<file path="src/hdl/ivalloc_pkg.sv">
// Shared types, codes and constants for the interrupt vector allocator.
`default_nettype none
package ivalloc_pkg;

	localparam logic [2:0] MODE_ALLOC_ONE   = 3'd0;
	localparam logic [2:0] MODE_ALLOC_BLOCK = 3'd1;
	localparam logic [2:0] MODE_FREE_RANGE  = 3'd2;
	localparam logic [2:0] MODE_FREE_ONE    = 3'd3;
	localparam logic [2:0] MODE_REGISTER    = 3'd4;
	localparam logic [2:0] MODE_UNREGISTER  = 3'd5;

	localparam logic [2:0] RC_OK          = 3'd0;
	localparam logic [2:0] RC_INVALID     = 3'd1;
	localparam logic [2:0] RC_NOT_ALLOC   = 3'd2;
	localparam logic [2:0] RC_ALREADY     = 3'd3;
	localparam logic [2:0] RC_NO_SPACE    = 3'd4;
	localparam logic [2:0] RC_EXHAUSTED   = 3'd5;
	localparam logic [2:0] RC_NOTHING_REG = 3'd6;

	localparam logic [1:0] VS_FREE  = 2'd0;
	localparam logic [1:0] VS_ALLOC = 2'd1;
	localparam logic [1:0] VS_REG   = 2'd2;

	typedef struct packed {
		logic [2:0] mode;
		logic [7:0] vector;
		logic [7:0] count;
	} req_t;

	typedef struct packed {
		logic [2:0] status;
		logic [7:0] granted_vector;
	} rsp_t;

	typedef enum logic [2:0] {
		S_IDLE,
		S_DISPATCH,
		S_SCAN_RD,
		S_SCAN_CHK,
		S_FILL,
		S_RMW_RD,
		S_RMW_CHK,
		S_PUSH
	} state_t;

	typedef struct packed {
		logic       load;
		logic       scan_init;
		logic       target_init;
		logic       read;
		logic       step;
		logic       skip;
		logic       found;
		logic       write;
		logic [1:0] wdata;
		logic       result;
		logic [2:0] res_status;
		logic       res_grant;
		logic       push;
	} cmd_t;

	typedef struct packed {
		logic [2:0] mode;
		logic       blk_ok;
		logic       vec_ok;
		logic       rng_ok;
		logic       rng_empty;
		logic       in_table;
		logic [1:0] entry;
		logic       block_last;
		logic       fill_last;
		logic       out_free;
	} stat_t;

endpackage
`default_nettype wire

</file>
<file path="src/hdl/ivalloc_ram.sv">
// Generic simple dual-port RAM with registered read.
`default_nettype none
module ivalloc_ram #(
	parameter int WIDTH = 2,
	parameter int DEPTH = 256
) (
	input  wire logic                     clk,
	input  wire logic                     we,
	input  wire logic [$clog2(DEPTH)-1:0] waddr,
	input  wire logic [WIDTH-1:0]         wdata,
	input  wire logic                     re,
	input  wire logic [$clog2(DEPTH)-1:0] raddr,
	output logic      [WIDTH-1:0]         rdata
);

	logic [WIDTH-1:0] mem [DEPTH];

	always_ff @(posedge clk) begin
		if (we) begin
			mem[waddr] <= wdata;
		end
		if (re) begin
			rdata <= mem[raddr];
		end
	end

endmodule
`default_nettype wire

</file>
<file path="src/hdl/ivalloc_dp.sv">
// Datapath: request register, scan pointer, vector state store and result registers.
`default_nettype none
module ivalloc_dp #(
	parameter int NUM_VECTORS   = 256,
	parameter int FIRST_DYNAMIC = 32,
	parameter int MAX_BLOCK     = 32
) (
	input  wire logic              clk,
	input  wire logic              arst_n,
	input  wire ivalloc_pkg::req_t req,
	input  wire ivalloc_pkg::cmd_t cmd,
	output ivalloc_pkg::stat_t     stat,
	input  wire logic              rsp_stall,
	output logic                   rsp_valid,
	output ivalloc_pkg::rsp_t      rsp
);

	localparam int AW = $clog2(NUM_VECTORS);
	localparam int PW = AW + 1;
	localparam logic [8:0]    NV_W = 9'(NUM_VECTORS);
	localparam logic [8:0]    FD_W = 9'(FIRST_DYNAMIC);
	localparam logic [7:0]    MB_W = 8'(MAX_BLOCK);
	localparam logic [PW-1:0] FD_P = PW'(FIRST_DYNAMIC);
	localparam logic [PW:0]   NV_X = (PW + 1)'(NUM_VECTORS);

	ivalloc_pkg::req_t req_q;
	ivalloc_pkg::rsp_t rsp_q;
	ivalloc_pkg::rsp_t rsp_out_q;
	logic                   rsp_valid_q;
	logic [PW-1:0]          ptr_q;
	logic [PW-1:0]          mask_q;
	logic [PW-1:0]          cnt_q;
	logic [PW-1:0]          end_q;
	logic [PW-1:0]          base_q;
	logic [NUM_VECTORS-1:0] vld_q;
	logic                   rd_vld_s1;
	logic [1:0]             rd_data;

	logic [7:0]    eff_cnt;
	logic [8:0]    vec9;
	logic [8:0]    rng_sum;
	logic [PW-1:0] new_mask;
	logic [PW-1:0] start;
	logic [PW-1:0] scan_base;
	logic [PW-1:0] ptr_plus;
	logic [AW-1:0] addr;

	assign addr = ptr_q[AW-1:0];

	always_comb begin
		eff_cnt = (req_q.mode == ivalloc_pkg::MODE_ALLOC_ONE ||
			req_q.mode == ivalloc_pkg::MODE_FREE_ONE) ? 8'd1 : req_q.count;
		vec9      = {1'b0, req_q.vector};
		rng_sum   = vec9 + {1'b0, eff_cnt};
		new_mask  = PW'(eff_cnt) - PW'(1);
		// first base aligned to the block size at or above the dynamic range
		start     = (FD_P + new_mask) & ~new_mask;
		scan_base = ptr_q & ~mask_q;
		ptr_plus  = ptr_q + PW'(1);

		stat.mode       = req_q.mode;
		stat.blk_ok     = (req_q.count != 8'd0) && (req_q.count <= MB_W) &&
			((req_q.count & (req_q.count - 8'd1)) == 8'd0);
		stat.vec_ok     = (vec9 >= FD_W) && (vec9 < NV_W);
		stat.rng_ok     = (vec9 >= FD_W) && (rng_sum <= NV_W);
		stat.rng_empty  = (eff_cnt == 8'd0);
		stat.in_table   = ({1'b0, scan_base} + {1'b0, cnt_q}) <= NV_X;
		stat.entry      = rd_vld_s1 ? rd_data : ivalloc_pkg::VS_FREE;
		stat.block_last = ((ptr_plus & mask_q) == '0);
		stat.fill_last  = (ptr_plus == end_q);
		stat.out_free   = !rsp_valid_q || !rsp_stall;
	end

	ivalloc_ram #(
		.WIDTH(2),
		.DEPTH(NUM_VECTORS)
	) u_state_ram (
		.clk  (clk),
		.we   (cmd.write),
		.waddr(addr),
		.wdata(cmd.wdata),
		.re   (cmd.read),
		.raddr(addr),
		.rdata(rd_data)
	);

	// Entries never written read as free through the valid bits.
	always_ff @(posedge clk or negedge arst_n) begin
		if (!arst_n) begin
			vld_q       <= '0;
			rsp_valid_q <= 1'b0;
		end else begin
			if (cmd.write) begin
				vld_q[addr] <= 1'b1;
			end
			if (cmd.push) begin
				rsp_valid_q <= 1'b1;
			end else if (!rsp_stall) begin
				rsp_valid_q <= 1'b0;
			end
		end
	end

	always_ff @(posedge clk) begin
		if (cmd.load) begin
			req_q <= req;
		end
		if (cmd.read) begin
			rd_vld_s1 <= vld_q[addr];
		end
		if (cmd.scan_init) begin
			ptr_q  <= start;
			mask_q <= new_mask;
			cnt_q  <= PW'(eff_cnt);
		end else if (cmd.target_init) begin
			ptr_q <= PW'(req_q.vector);
			end_q <= PW'(rng_sum);
		end else if (cmd.found) begin
			base_q <= scan_base;
			ptr_q  <= scan_base;
			end_q  <= scan_base + cnt_q;
		end else if (cmd.skip) begin
			// jump to the next aligned base
			ptr_q <= (ptr_q | mask_q) + PW'(1);
		end else if (cmd.step) begin
			ptr_q <= ptr_plus;
		end
		if (cmd.result) begin
			rsp_q.status         <= cmd.res_status;
			rsp_q.granted_vector <= cmd.res_grant ? 8'(base_q) : 8'd0;
		end
		if (cmd.push) begin
			rsp_out_q <= rsp_q;
		end
	end

	assign rsp_valid = rsp_valid_q;
	assign rsp       = rsp_out_q;

endmodule
`default_nettype wire

</file>
<file path="src/hdl/ivalloc_ctrl.sv">
// Controller state machine: sequences scans, fills and read-modify-writes.
`default_nettype none
module ivalloc_ctrl (
	input  wire logic               clk,
	input  wire logic               arst_n,
	input  wire logic               req_valid,
	output logic                    req_stall,
	input  wire ivalloc_pkg::stat_t stat,
	output ivalloc_pkg::cmd_t       cmd
);

	ivalloc_pkg::state_t state_q;
	ivalloc_pkg::state_t state_nxt;
	logic                is_alloc;
	logic [2:0]          fail_code;

	assign is_alloc  = stat.mode inside {ivalloc_pkg::MODE_ALLOC_ONE,
		ivalloc_pkg::MODE_ALLOC_BLOCK};
	assign fail_code = (stat.mode == ivalloc_pkg::MODE_ALLOC_ONE) ?
		ivalloc_pkg::RC_EXHAUSTED : ivalloc_pkg::RC_NO_SPACE;
	assign req_stall = (state_q != ivalloc_pkg::S_IDLE);

	always_ff @(posedge clk or negedge arst_n) begin
		if (!arst_n) begin
			state_q <= ivalloc_pkg::S_IDLE;
		end else begin
			state_q <= state_nxt;
		end
	end

	always_comb begin
		state_nxt = state_q;
		case (state_q)
			ivalloc_pkg::S_IDLE: begin
				if (req_valid) begin
					state_nxt = ivalloc_pkg::S_DISPATCH;
				end
			end
			ivalloc_pkg::S_DISPATCH: begin
				case (stat.mode)
					ivalloc_pkg::MODE_ALLOC_ONE: begin
						state_nxt = ivalloc_pkg::S_SCAN_RD;
					end
					ivalloc_pkg::MODE_ALLOC_BLOCK: begin
						state_nxt = stat.blk_ok ? ivalloc_pkg::S_SCAN_RD : ivalloc_pkg::S_PUSH;
					end
					ivalloc_pkg::MODE_FREE_RANGE, ivalloc_pkg::MODE_FREE_ONE: begin
						state_nxt = (stat.rng_ok && !stat.rng_empty) ?
							ivalloc_pkg::S_FILL : ivalloc_pkg::S_PUSH;
					end
					ivalloc_pkg::MODE_REGISTER, ivalloc_pkg::MODE_UNREGISTER: begin
						state_nxt = stat.vec_ok ? ivalloc_pkg::S_RMW_RD : ivalloc_pkg::S_PUSH;
					end
					default: begin
						state_nxt = ivalloc_pkg::S_PUSH;
					end
				endcase
			end
			ivalloc_pkg::S_SCAN_RD: begin
				state_nxt = stat.in_table ? ivalloc_pkg::S_SCAN_CHK : ivalloc_pkg::S_PUSH;
			end
			ivalloc_pkg::S_SCAN_CHK: begin
				if (stat.entry == ivalloc_pkg::VS_FREE && stat.block_last) begin
					state_nxt = ivalloc_pkg::S_FILL;
				end else begin
					state_nxt = ivalloc_pkg::S_SCAN_RD;
				end
			end
			ivalloc_pkg::S_FILL: begin
				if (stat.fill_last) begin
					state_nxt = ivalloc_pkg::S_PUSH;
				end
			end
			ivalloc_pkg::S_RMW_RD: begin
				state_nxt = ivalloc_pkg::S_RMW_CHK;
			end
			ivalloc_pkg::S_RMW_CHK: begin
				state_nxt = ivalloc_pkg::S_PUSH;
			end
			ivalloc_pkg::S_PUSH: begin
				if (stat.out_free) begin
					state_nxt = ivalloc_pkg::S_IDLE;
				end
			end
			default: begin
				state_nxt = ivalloc_pkg::S_IDLE;
			end
		endcase
	end

	always_comb begin
		cmd = '0;
		case (state_q)
			ivalloc_pkg::S_IDLE: begin
				cmd.load = req_valid;
			end
			ivalloc_pkg::S_DISPATCH: begin
				cmd.res_status = ivalloc_pkg::RC_INVALID;
				case (stat.mode)
					ivalloc_pkg::MODE_ALLOC_ONE: begin
						cmd.scan_init = 1'b1;
					end
					ivalloc_pkg::MODE_ALLOC_BLOCK: begin
						cmd.scan_init = stat.blk_ok;
						cmd.result    = !stat.blk_ok;
					end
					ivalloc_pkg::MODE_FREE_RANGE, ivalloc_pkg::MODE_FREE_ONE: begin
						cmd.target_init = stat.rng_ok;
						// an empty range with a valid start reports ok without touching the store
						cmd.result      = !stat.rng_ok || stat.rng_empty;
						if (stat.rng_ok) begin
							cmd.res_status = ivalloc_pkg::RC_OK;
						end
					end
					ivalloc_pkg::MODE_REGISTER, ivalloc_pkg::MODE_UNREGISTER: begin
						cmd.target_init = stat.vec_ok;
						cmd.result      = !stat.vec_ok;
					end
					default: begin
						cmd.result = 1'b1;
					end
				endcase
			end
			ivalloc_pkg::S_SCAN_RD: begin
				cmd.read       = stat.in_table;
				cmd.result     = !stat.in_table;
				cmd.res_status = fail_code;
			end
			ivalloc_pkg::S_SCAN_CHK: begin
				if (stat.entry == ivalloc_pkg::VS_FREE) begin
					cmd.found = stat.block_last;
					cmd.step  = !stat.block_last;
				end else begin
					cmd.skip = 1'b1;
				end
			end
			ivalloc_pkg::S_FILL: begin
				cmd.write      = 1'b1;
				cmd.wdata      = is_alloc ? ivalloc_pkg::VS_ALLOC : ivalloc_pkg::VS_FREE;
				cmd.step       = 1'b1;
				cmd.result     = stat.fill_last;
				cmd.res_status = ivalloc_pkg::RC_OK;
				cmd.res_grant  = is_alloc;
			end
			ivalloc_pkg::S_RMW_RD: begin
				cmd.read = 1'b1;
			end
			ivalloc_pkg::S_RMW_CHK: begin
				cmd.result = 1'b1;
				if (stat.mode == ivalloc_pkg::MODE_REGISTER) begin
					if (stat.entry == ivalloc_pkg::VS_FREE) begin
						cmd.res_status = ivalloc_pkg::RC_NOT_ALLOC;
					end else if (stat.entry == ivalloc_pkg::VS_REG) begin
						cmd.res_status = ivalloc_pkg::RC_ALREADY;
					end else begin
						cmd.write      = 1'b1;
						cmd.wdata      = ivalloc_pkg::VS_REG;
						cmd.res_status = ivalloc_pkg::RC_OK;
					end
				end else begin
					if (stat.entry == ivalloc_pkg::VS_FREE) begin
						cmd.res_status = ivalloc_pkg::RC_NOTHING_REG;
					end else begin
						cmd.write      = 1'b1;
						cmd.wdata      = ivalloc_pkg::VS_ALLOC;
						cmd.res_status = ivalloc_pkg::RC_OK;
					end
				end
			end
			ivalloc_pkg::S_PUSH: begin
				cmd.push = stat.out_free;
			end
			default: begin
				cmd = '0;
			end
		endcase
	end

endmodule
`default_nettype wire

</file>
<file path="src/hdl/interrupt_vector_allocator.sv">
// Interrupt vector allocator: one request at a time, one result per request.
// A rejected request goes straight to the result; register/unregister reads the entry, then
// checks it and writes it when the change is allowed; free writes each entry of the range;
// allocation scans the table, reading and then checking each entry, and fills the block once
// a free aligned block is found, or fails when the scan runs past the table. A new request is taken once the
// previous result is in the output register. Reset clears the per-entry valid bits at once.
`default_nettype none
module interrupt_vector_allocator #(
	parameter int NUM_VECTORS   = 256,
	parameter int FIRST_DYNAMIC = 32,
	parameter int MAX_BLOCK     = 32
) (
	input  wire logic              clk,
	input  wire logic              arst_n,
	input  wire logic              req_valid,
	output logic                   req_stall,
	input  wire ivalloc_pkg::req_t req,
	output logic                   rsp_valid,
	input  wire logic              rsp_stall,
	output ivalloc_pkg::rsp_t      rsp
);

	ivalloc_pkg::cmd_t  cmd;
	ivalloc_pkg::stat_t stat;

	ivalloc_ctrl u_ctrl (
		.clk      (clk),
		.arst_n   (arst_n),
		.req_valid(req_valid),
		.req_stall(req_stall),
		.stat     (stat),
		.cmd      (cmd)
	);

	ivalloc_dp #(
		.NUM_VECTORS  (NUM_VECTORS),
		.FIRST_DYNAMIC(FIRST_DYNAMIC),
		.MAX_BLOCK    (MAX_BLOCK)
	) u_dp (
		.clk      (clk),
		.arst_n   (arst_n),
		.req      (req),
		.cmd      (cmd),
		.stat     (stat),
		.rsp_stall(rsp_stall),
		.rsp_valid(rsp_valid),
		.rsp      (rsp)
	);

endmodule
`default_nettype wire
</file>
<file path="config.mk">
export PLATFORM = sky130hd
export DESIGN_NAME = interrupt_vector_allocator
export DESIGN_NICKNAME = d
export VERILOG_FILES = /design/src/hdl/ivalloc_pkg.sv /design/src/hdl/ivalloc_ram.sv /design/src/hdl/ivalloc_dp.sv /design/src/hdl/ivalloc_ctrl.sv /design/src/hdl/interrupt_vector_allocator.sv
export SDC_FILE = /design/constraint.sdc
export NUM_CORES = 1
export LEC_CHECK = 0
export ABC_AREA = 1
export BUFFER_PORTS_ARGS = -buffer_cell sky130_fd_sc_hd__buf_2
export CAP_MARGIN = 20
export CORE_ASPECT_RATIO = 1.75
export CORE_MARGIN = 5
export CORE_UTILIZATION = 25
export CTS_BUF_LIST = sky130_fd_sc_hd__clkbuf_4
export DETAILED_ROUTE_END_ITERATION = 10
export GPL_ROUTABILITY_DRIVEN = 1
export PLACE_DENSITY = 0.43
export SETUP_SLACK_MARGIN = 0.15
export SYNTH_ARGS = -nofsm -noshare
export SYNTH_HDL_FRONTEND = slang
export SYNTH_HIERARCHICAL = 1
export SYNTH_SLANG_ARGS = --single-unit
</file>
<file path="constraint.sdc">
create_clock -name clk -period 16.1 [get_ports clk]
set_input_delay 1.61 -clock clk [delete_from_list [all_inputs] [get_ports clk]]
set_output_delay 1.61 -clock clk [all_outputs]
set_load 0.005 [all_outputs]
</file>
==> run metrics <==
Initial DRC Count 1522; CP Launch Type flip-flop; Root Driver clkbuf_4; relative slew slack about 22%; CP Capture Type flip-flop; number of max-cap violations 0; Final min period approximately 4.6 ns; hold_buf cts 0; sequence of cells on the critical path buf_4, buf_4, nand4_1, nor2_1, nand3_1, nand3_1, o2111ai_1, a211oi_1, nand2_1, nor2_1, inv_1, a21oi_1; Num CTS Buffers 212; total power ~7700 µW; R2R setup slack 11.49 ns; Core Region 154000 µm²; GRT Total Usage between 10% and 20%; Required @ worst endpoint 16.88 ns; outcome completed; clock slew at reported path FFs ~0.07 ns; HPWL Detailed roughly 72 mm; number of enable flip-flop cells after synthesis roughly 600; distinct cell type count after synthesis 49; IO Pins 36; PnR worst setup slack about 11 ns; Peak VDD IR 0.140 mV; RSZ-0062 raised after global routing no; Worst Skew between 0.06 and 0.07 ns; Final Slew Violations 0; HP Class flip-flop to flip-flop; Yosys warning total 6; Finish-stage setup viols 0; final hold vios 0; critical path's largest stage delay 0.72 ns; critical path's top delay family buffers and inverters; post-synthesis cell count 3886; placement-stage cell area around 41000 µm²; post-synth top area cell edfxtp_1; Clock Sinks roughly 860; H-tree depth 4; Buffers on Ports 35; Synth Cell Area about 39000 µm²; first-pass GRT wire length roughly 180 mm; WP data arrival 5.39 ns; WL/cell 19.5 µm; Critical Path Fanout Max 45; DP Worst Slack 11.48 ns; Post-CTS Resized 0; Initial Util about a quarter; cells taking the most area after synthesis edfxtp_1 46%, dfrtp_1 17%, nand2_1 9.1%; drt first pass iters 5; Detail Route Antenna Nets 0; Synth top area share 46.5%; total gr overflow 0; power per cell area roughly 180 nW/µm²; Avg Vias per Cell ~4.6; critical path class flip-flop to flip-flop; share of layout cells above drive strength 1 11.7%; Synth-to-Final Area Change 11.9%; CTS Buffer Depth 3; CTS tree yes; via count ~28000; WP buf/inv 3; Final #Nets roughly 4000; FP Rows between 150 and 200; leakage power 0.0171 µW; FMAX approximately 220 MHz; synthesized flop and latch total 859; ys flop type edfxtp_1; Die X 308 µm; setup tns final 0 ns; Die Height 531 µm; post-synthesis sequential area ratio a little over three fifths; post-CTS setup buffers 0; Worst Max-Slew Pin Slew approximately 1.2 ns; antenna violations before repair 2; design area between 40000 and 50000 µm²; # DRC 0; wirelength, routed roughly 120 mm; vias in the first global route approximately 30000; die area about 160000 µm²; Mapped Avg Cell Area around 10 µm²; syn_nets ~4000; RD Place Congestion about 0.86; Clock Latency Late Sink 1.15 ns; period utilization about 29%; largest net degree at the start of global routing around 190; slowest cell on the critical path a21oi_1; ys async rst share between 30% and 40%
-- area by class of cell --
| class | instances | area [µm²] |
|---|---|---|
| Antenna cell | 8 | 20.0 |
| Clock buffer | 316 | 2370 |
| Clock inverter | 52 | 303 |
| Fill cell | 16500 | 111000 |
| Inverter | 273 | 1030 |
| Multi-Input combinational cell | 2520 | 11900 |
| Sequential cell | 859 | 24500 |
| Tap cell | 2026 | 2530 |
| Timing Repair Buffer | 83 | 643 |
-- per-layer routing --
metal | vias up | GRT usage (%) | routed length [µm]
met5 | - | 0 | 0
met4 | 0 | 7.21 | 5920
met3 | 258 | 2.50 | 4330
met2 | 610 | 27.6 | 65300
met1 | 13800 | 15.3 | 44400
li1 | 13500 | - | -
-- flip-flops by register name, indices dropped and copies added, names as in the netlist --
register,flops
u_dp/u_state_ram/mem,512
u_dp/end_q,9
u_dp/ptr_q,9
u_dp/u_state_ram/rdata,2
u_dp/cnt_q,8
u_dp/rsp,11
u_dp/rd_vld_s1,1
u_dp/stat,3
u_dp/rsp_q,11
u_dp/rsp_valid,1
u_dp/base_q,8
u_dp/vld_q,256
u_dp/mask_q,9
u_ctrl/state_q,3
u_dp/req_q,16
-- cells by family after synthesis --
kind of cell,Yosys count,synth area share (%)
compound gates,569,8.74
buf+inv,507,6.03
flops,859,63.3
xor+xnor,22,0.498
simple gates,1905,20.7
fa+ha+maj,24,0.814
-- metrics by stage --
step / hold WS [ns] / cells / utilization [%]
floorplan: 0.400 / 3886 / -
global placement: 0.406 / 5758 / 26.3
detailed placement: 0.405 / 5760 / 26.3
CTS: 0.376 / 6128 / 28.0
global route: 0.424 / 6137 / 28.1
finish: 0.419 / 6137 / 28.1
-- path summary, 6_finish.rpt --
| path | cells after the start | from | end |
|---|---|---|---|
| min in group asynchronous | 1 | arst_n | u_dp/vld_q[208] |
| hold reg to reg | 0 | u_dp/rsp_q[0] | u_dp/rsp[0] |
| setup / recovery | 12 | u_dp/ptr_q[1] | u_dp/end_q[4] |
| hold / removal | 0 | u_dp/rsp_q[0] | u_dp/rsp[0] |
| max in group asynchronous | 2 | arst_n | u_dp/vld_q[234] |
| setup reg to reg | 12 | u_dp/ptr_q[1] | u_dp/end_q[4] |
-- worst reg2reg max path: stages (launching register included) --
cell and delay, ns:
edfxtp_1 0.40, buf_4 0.53, buf_4 0.62, nand4_1 0.31, nor2_1 0.20, nand3_1 0.10
nand3_1 0.13, o2111ai_1 0.13, a211oi_1 0.39, nand2_1 0.12, nor2_1 0.28, inv_1 0.31
a21oi_1 0.72
-- report_power, final --
group | switching (µW) | leakage [µW] | internal (µW)
clock | 901 | 0.00161 | 928
combinational | 2120 | 0.00597 | 764
sequential | 161 | 0.00948 | 2780
total | 3180 | 0.0171 | 4470
-- cell usage after synthesis (all sizes together), types with 43 or more instances --
library cell	n
nand2	939
edfxtp	599
nand3	542
nor2	388
inv	273
o21ai	270
dfrtp	260
buf	146
o21bai	136
a21oi	103
clkbuf	88
o211ai	43
-- cell usage in the layout, fill, tap and decap left out, types with 4 or more instances in the layout --
cell      instances
nand2_1         936
edfxtp_1        599
nand3_1         536
nor2_1          378
clkbuf_4        316
dfrtp_1         260
inv_1           254
o21ai_0         243
o21bai_1        126
a21oi_1         101
o211ai_1         43
buf_4            40
buf_2            34
clkinv_1         31
o21ai_1          26
ha_1             22
nand4_1          20
inv_2            18
xor2_1           14
o21bai_2         10
clkinv_2          9
nor2_2            9
diode_2           8
xnor2_1           8
inv_6             7
nand3_2           6
buf_12            5
nor3_2            4
o22ai_1           4
(Power assumes the default switching activity.)
